### src/icdf_pkg.sv
// ----------------------------------------------------------------------------
// icdf_pkg
// Shared types and constants of the inverse-cdf table sampler.
// ----------------------------------------------------------------------------
package icdf_pkg;

   localparam int ENTRY_W    = 33;
   localparam int UNIF_W     = 32;
   localparam int MEDIAN_W   = 10;
   localparam int STEP_W     = 21;
   localparam int EIDX_W     = 10;
   localparam int DIST_W     = 32;
   localparam int FIDX_W     = 10;
   localparam int REQ_DATA_W = 80;
   localparam int RSP_DATA_W = 48;
   localparam int CSR_ADDR_W = 3;
   localparam int CSR_DATA_W = 32;

   // item kinds carried in req_tuser
   localparam logic FUNC_LOAD   = 1'b0;
   localparam logic FUNC_SAMPLE = 1'b1;

   // register select, address bit 2
   localparam logic REG_MEDIAN = 1'b0;
   localparam logic REG_STEP   = 1'b1;

   typedef struct packed {
      logic start;
      logic write;
      logic step_down;
      logic step_up;
      logic latch_cur;
      logic mul;
      logic load_out;
   } cmd_type;

   typedef struct packed {
      logic lt;
      logic le;
      logic at_zero;
      logic at_top;
   } sts_type;

endpackage

### src/icdf_ctrl.sv
// ----------------------------------------------------------------------------
// icdf_ctrl
// Sequencer for the table walk: start probe, walk down or up, scale, output.
// ----------------------------------------------------------------------------
module icdf_ctrl (
   input  logic              clock,
   input  logic              reset,
   input  logic              req_tvalid,
   input  logic              req_func,
   output logic              req_tready,
   output logic              rsp_tvalid,
   input  logic              rsp_tready,
   input  icdf_pkg::sts_type sts,
   output icdf_pkg::cmd_type cmd
);

   typedef enum logic [2:0] {
      ST_IDLE,
      ST_FIRST,
      ST_DOWN,
      ST_UP,
      ST_MUL,
      ST_SUB
   } state_type;

   state_type state_ff, state_in;
   logic      rsp_valid_ff, rsp_valid_in;

   always_comb begin
      state_in     = state_ff;
      cmd          = '0;
      rsp_valid_in = rsp_valid_ff && !rsp_tready;
      unique case (state_ff)
         ST_IDLE: begin
            if (req_tvalid) begin
               if (req_func == icdf_pkg::FUNC_SAMPLE) begin
                  cmd.start = 1'b1;
                  state_in  = ST_FIRST;
               end else begin
                  cmd.write = 1'b1;
               end
            end
         end
         ST_FIRST: begin
            cmd.latch_cur = 1'b1;
            if (sts.lt) begin
               if (sts.at_zero) begin
                  state_in = ST_MUL;
               end else begin
                  cmd.step_down = 1'b1;
                  state_in      = ST_DOWN;
               end
            end else if (sts.at_top) begin
               state_in = ST_MUL;
            end else begin
               cmd.step_up = 1'b1;
               state_in    = ST_UP;
            end
         end
         ST_DOWN: begin
            // found index already holds the entry above the probe
            if (sts.lt) begin
               cmd.latch_cur = 1'b1;
               if (sts.at_zero) begin
                  state_in = ST_MUL;
               end else begin
                  cmd.step_down = 1'b1;
               end
            end else begin
               state_in = ST_MUL;
            end
         end
         ST_UP: begin
            if (sts.le || sts.at_top) begin
               cmd.latch_cur = 1'b1;
               state_in      = ST_MUL;
            end else begin
               cmd.step_up = 1'b1;
            end
         end
         ST_MUL: begin
            cmd.mul  = 1'b1;
            state_in = ST_SUB;
         end
         ST_SUB: begin
            if (!rsp_valid_ff || rsp_tready) begin
               cmd.load_out = 1'b1;
               rsp_valid_in = 1'b1;
               state_in     = ST_IDLE;
            end
         end
         default: begin
            state_in = ST_IDLE;
         end
      endcase
   end

   always_ff @(posedge clock) begin
      if (reset) begin
         state_ff     <= ST_IDLE;
         rsp_valid_ff <= 1'b0;
      end else begin
         state_ff     <= state_in;
         rsp_valid_ff <= rsp_valid_in;
      end
   end

   assign req_tready = (state_ff == ST_IDLE);
   assign rsp_tvalid = rsp_valid_ff;

   a_down_follows_step : assert property (@(posedge clock) disable iff (reset)
      (state_ff == ST_DOWN) |-> $past(cmd.step_down))
      else $error("down walk without a preceding down step");

   a_up_follows_step : assert property (@(posedge clock) disable iff (reset)
      (state_ff == ST_UP) |-> $past(cmd.step_up))
      else $error("up walk without a preceding up step");

   a_rsp_from_sub : assert property (@(posedge clock) disable iff (reset)
      $rose(rsp_valid_ff) |-> $past(state_ff == ST_SUB))
      else $error("result raised outside the output step");

   a_sample_starts : assert property (@(posedge clock) disable iff (reset)
      (req_tvalid && req_tready && req_func == icdf_pkg::FUNC_SAMPLE)
      |=> (state_ff == ST_FIRST))
      else $error("sample item did not start a walk");

endmodule

### config.mk
export PLATFORM = sky130hd
export DESIGN_NAME = icdf_ctrl
export DESIGN_NICKNAME = d
export VERILOG_FILES = /design/src/icdf_pkg.sv /design/src/icdf_ctrl.sv
export SDC_FILE = /design/constraint.sdc
export NUM_CORES = 1
export LEC_CHECK = 0
export ABC_AREA = 1
export CAP_MARGIN = 20
export CORE_AREA = 2 2 39 41
export DETAILED_ROUTE_END_ITERATION = 10
export DIE_AREA = 0 0 41 43
export DONT_BUFFER_PORTS = 1
export HOLD_SLACK_MARGIN = 0.06
export SYNTH_ARGS = -nofsm -noshare
export SYNTH_HDL_FRONTEND = slang
export SYNTH_SLANG_ARGS = --single-unit
### constraint.sdc
create_clock -name clock -period 1.31 [get_ports clock]
set_input_delay 0.262 -clock clock [delete_from_list [all_inputs] [get_ports clock]]
set_output_delay 0.262 -clock clock [all_outputs]
set_load 0.05 [all_outputs]
Word-level counts from Yosys, hierarchy flattened

Index checks and enable logic that the tools add are counted.

Bits in registers: 4
Bits in latches: 0
Memory bits (writable): 0
Memory bits (read-only): 0
Input bits: 9
Word-level logic and storage cells: 49
Memories: 0

$add $sub $neg: 0
Multipliers: 0
Div/mod/pow operators: 0
Magnitude comparators: 0
Equal/unequal tests: 10
Shift operators: 0
Mux-type cells: 29
Bitwise logic cells: 0
Reductions and logical operators: 8

Operators with widths:

| kind                                                | count |
|---|---|
| two-way mux 3 bit                                   | 9 |
| case mux 3 bit (6 select lines)                     | 1 |
| two-way mux 1 bit                                   | 15 |
| inequality test 2 bit, second input constant        | 4 |
| equality test 3 x 2 -> 1 bit, second input constant | 2 |
| equality test 3 bit, second input constant          | 2 |
| AND reduction 5 bit                                 | 1 |
| two-way mux 2 bit                                   | 2 |
| equality test 3 x 1 -> 1 bit, second input constant | 1 |
| logical NOT 3 bit                                   | 1 |
| inequality test 3 bit, second input constant        | 1 |
| case mux 1 bit (3 select lines)                     | 1 |
| logical NOT 1 bit                                   | 2 |
| logical OR 1 bit                                    | 2 |
| case mux 1 bit (2 select lines)                     | 1 |
| OR reduction 2 bit                                  | 1 |
| logical AND 1 bit                                   | 1 |

Longest topological paths before layout

Word-level depth: 4
Depth in mapped cells: 9

Worst setup path before layout

Ideal clock, no wire load.

Path kind: reg-to-output
Start point: register state_ff[1]
End point: output cmd[6] (netlist name)
Arrival time: 1.714 ns
Data required time: 1.048 ns
Slack: -0.666 ns
Cell stages (with the launch flop): 4
Buffers on the path: 0
Cells stage by stage: dfxtp_1 nor2_2 nand2_1 nor3_1

RTL lines:

| what                   | line             | source |
|---|---|---|
| start, declared        | icdf_ctrl.sv:26  | `state_type state_ff, state_in;` |
| start signal, assigned | icdf_ctrl.sv:103 | `state_ff <= state_in;` |
| end, declared          | icdf_ctrl.sv:14  | `output icdf_pkg::cmd_type cmd` |

==> impl_metrics.toml <==
[setup_path]
critical_path_required_ps = 1050
r2r-end = "state_ff[2]"
critPathLaunchType = "flip-flop"
worstSetupPathType = "flip-flop to primary output"
end_kind = "primary output"
reg2reg_slack_ps = 10
crit_path_end = "cmd[4]"
cp_max_fo = 7
crit_arrival_ps = 1290
cp-startpoint = "state_ff[1]"
r2r_cells = 10
r2r_start = "state_ff[0]"

[route]
antenna_left = 0
via_per_inst = 4.90
highest_layer = "met4"
wl_met3_um = 58
route.met2.wl_um = 716
vias = 529
dr.pass1.iters = 6
drt_wl_total_um = 1440
drt_iter0_markers = 6
wire_per_inst_um = 13.3
drc = 0
wl_met1_um = 616

[global_route]
grt_max_degree = 8
grt_pass1_wl_um = 2080
antenna_found_initial = 0
gr-total-overflow = 0
grt_use_total_pct = 17.7
first_global_vias = 515

[sta]
rsz0062_at_grt = "yes"
finalWorstSetupSlack_ps = -237
slew_viol_final = 0
min_period_ps = 1550
max_freq_mhz = 646
setup_viol = 8
slew_headroom_pct = 61.2
tightest_slew_ps = 584
period_share_pct = 118
clock-skew-final_ps = 5.17
finalHoldViolCount = 0

[die]
die_w_um = 41
die_area_mm2 = 0.00176
pin_count = 18
die_h_um = 43
core_mm2 = 0.00138
row_count = 14
start_util_pct = 27.4

[cells_and_area]
mostFrequentLayoutCells = "9 x nand2_1, 9 x inv_1, 8 x nor2_1, 8 x buf_4, 7 x buf_6"
ff_latch_area_um2 = 91.3
finalNetCount = 103
diodes = 0
drive_gt1_share_pct = 63.0
syn2layout_area_growth_pct = 118
n_fill_cell = 122
multi_input_area_um2 = 397

[placement]
place_ws_ps = -72.8
port_buffers = 0
place_congestion = 0.826
hpwl_um = 843

[outcome]
failed_checks = "setup timing"
status = "complete, but fails checks"

[power]
max-vdd-ir-drop_mv = 1.36
power.leakage_nw = 0.374
power_mw = 2.61
powerDensity_mw_per_mm2 = 3150

[yosys]
synth_xor_area_share_pct = 0
synth_cells = 69
ys_types = 16
synthAdderAreaFrac_pct = 0
ys_seq_area_share_pct = 21.1
yosys_warnings = 0
ys_ff_latch = 4
avgSynthCellArea_um2 = 5.49
synth_mux_area_share_pct = 0
synth-simple-area-share_pct = 49.8
synthesis.area_um2 = 379
syn_nets = 78
synth_top_family_by_area = "simple AND/OR/NAND/NOR gates"
synth_compound_area_share_pct = 14.2

[clocking]
ctsHoldBuffers = 0
clkLatencyLatePin_ps = 240
clk_pin_slew_ps = 40
cts-root-buf = "clkbuf_4"
cts.path.max_buffers = 2
htree_levels = 1
cts_tree = "built"
numCtsBuffers = 3
clkSinkCount = 4

[worst_hold_path]
min_path_type = "input pin to flip-flop"

[flow_run]
cap_violations = 0
==> sequential cells by signal, indices dropped and copies added, names as in the netlist <==
register and count:
state_ff 3, rsp_tvalid 1
==> cell families (layout without fill, tap and decap cells) <==
kind of cell,after synthesis,after routing
buffers and inverters,15,38
flip-flops,4,4
AO/OA/AOI/OAI,9,9
AND/OR/NAND/NOR,41,41
==> cells in the mapped netlist <==
| cell | n | area share [%] |
|---|---|---|
| inv_2 | 2 | 2.0 |
| nor2_1 | 12 | 12 |
| nand2_1 | 16 | 16 |
| o21a_1 | 1 | 2.0 |
| o21ai_0 | 1 | 1.3 |
| nor3_2 | 1 | 2.6 |
| nor2_2 | 2 | 3.3 |
| o21ai_2 | 1 | 2.3 |
| nor3_1 | 2 | 2.6 |
| o31ai_1 | 1 | 2.0 |
| nand2_2 | 1 | 1.7 |
| a21oi_1 | 5 | 6.6 |
| inv_1 | 13 | 13 |
| dfxtp_1 | 4 | 21 |
| nand3_2 | 2 | 5.3 |
| nand3_1 | 5 | 6.6 |
==> worst min path at each step <==
stage          cells after the start          end   from  slack, ps
2_1_floorplan                      1   rsp_tvalid  reset        330
3_3_place_gp                       1   rsp_tvalid  reset        330
3_5_place_dp                       1   rsp_tvalid  reset        340
4_1_cts                            1  state_ff[0]  reset         80
5_1_grt                            1  state_ff[0]  reset         70
6_report                           1  state_ff[0]  reset         80
==> metal layers <==
layer | vias to the layer above | GRT usage, %
met2 | 17 | 28.7
met3 | 8 | 5.24
met4 | 0 | 8.00
li1 | 261 | -
met5 | - | 0
met1 | 243 | 20.1
==> where the power goes <==
part           total [mW]  internal (mW)  switching [mW]
Sequential          0.336          0.205           0.131
Clock               0.159          0.103          0.0561
Combinational        2.11          0.932            1.18
==> worst max-delay path: stages (launching register included) <==
cell and delay, ps:
dfxtp_4 380, nor3_4 280, inv_2 90, a21oi_4 150, buf_12 150
==> cell type report <==
| cell class | count | area share (%) |
|---|---|---|
| Multi-Input combinational cell | 50 | 47.9 |
| Timing Repair Buffer | 20 | 28.9 |
| Sequential cell | 4 | 11.0 |
| Inverter | 15 | 7.10 |
| Clock buffer | 3 | 2.72 |
| Tap cell | 16 | 2.42 |
==> stage by stage <==
stage / instance area (µm²) / setup TNS [ps] / hold WS [ps] / cells / util (%)
after global routing: 828 / -1830 / 72.3 / 108 / 59.9
final: 828 / -1270 / 77.1 / 108 / 59.9
after detailed placement: 603 / -162 / 338 / 98 / 43.6
after global placement: 603 / -69.2 / 334 / 98 / 43.6
after CTS: 744 / -1390 / 76.8 / 108 / 53.8
after floorplan: 423 / -285 / 331 / 69 / -
==> timing repair <==
action	in CTS	in global routing
buffers inserted	8	6
resized for setup	23	20
pin swaps	5	13
setup endpoints to repair	9	11
Note: power is estimated with default switching activity, not from simulation.
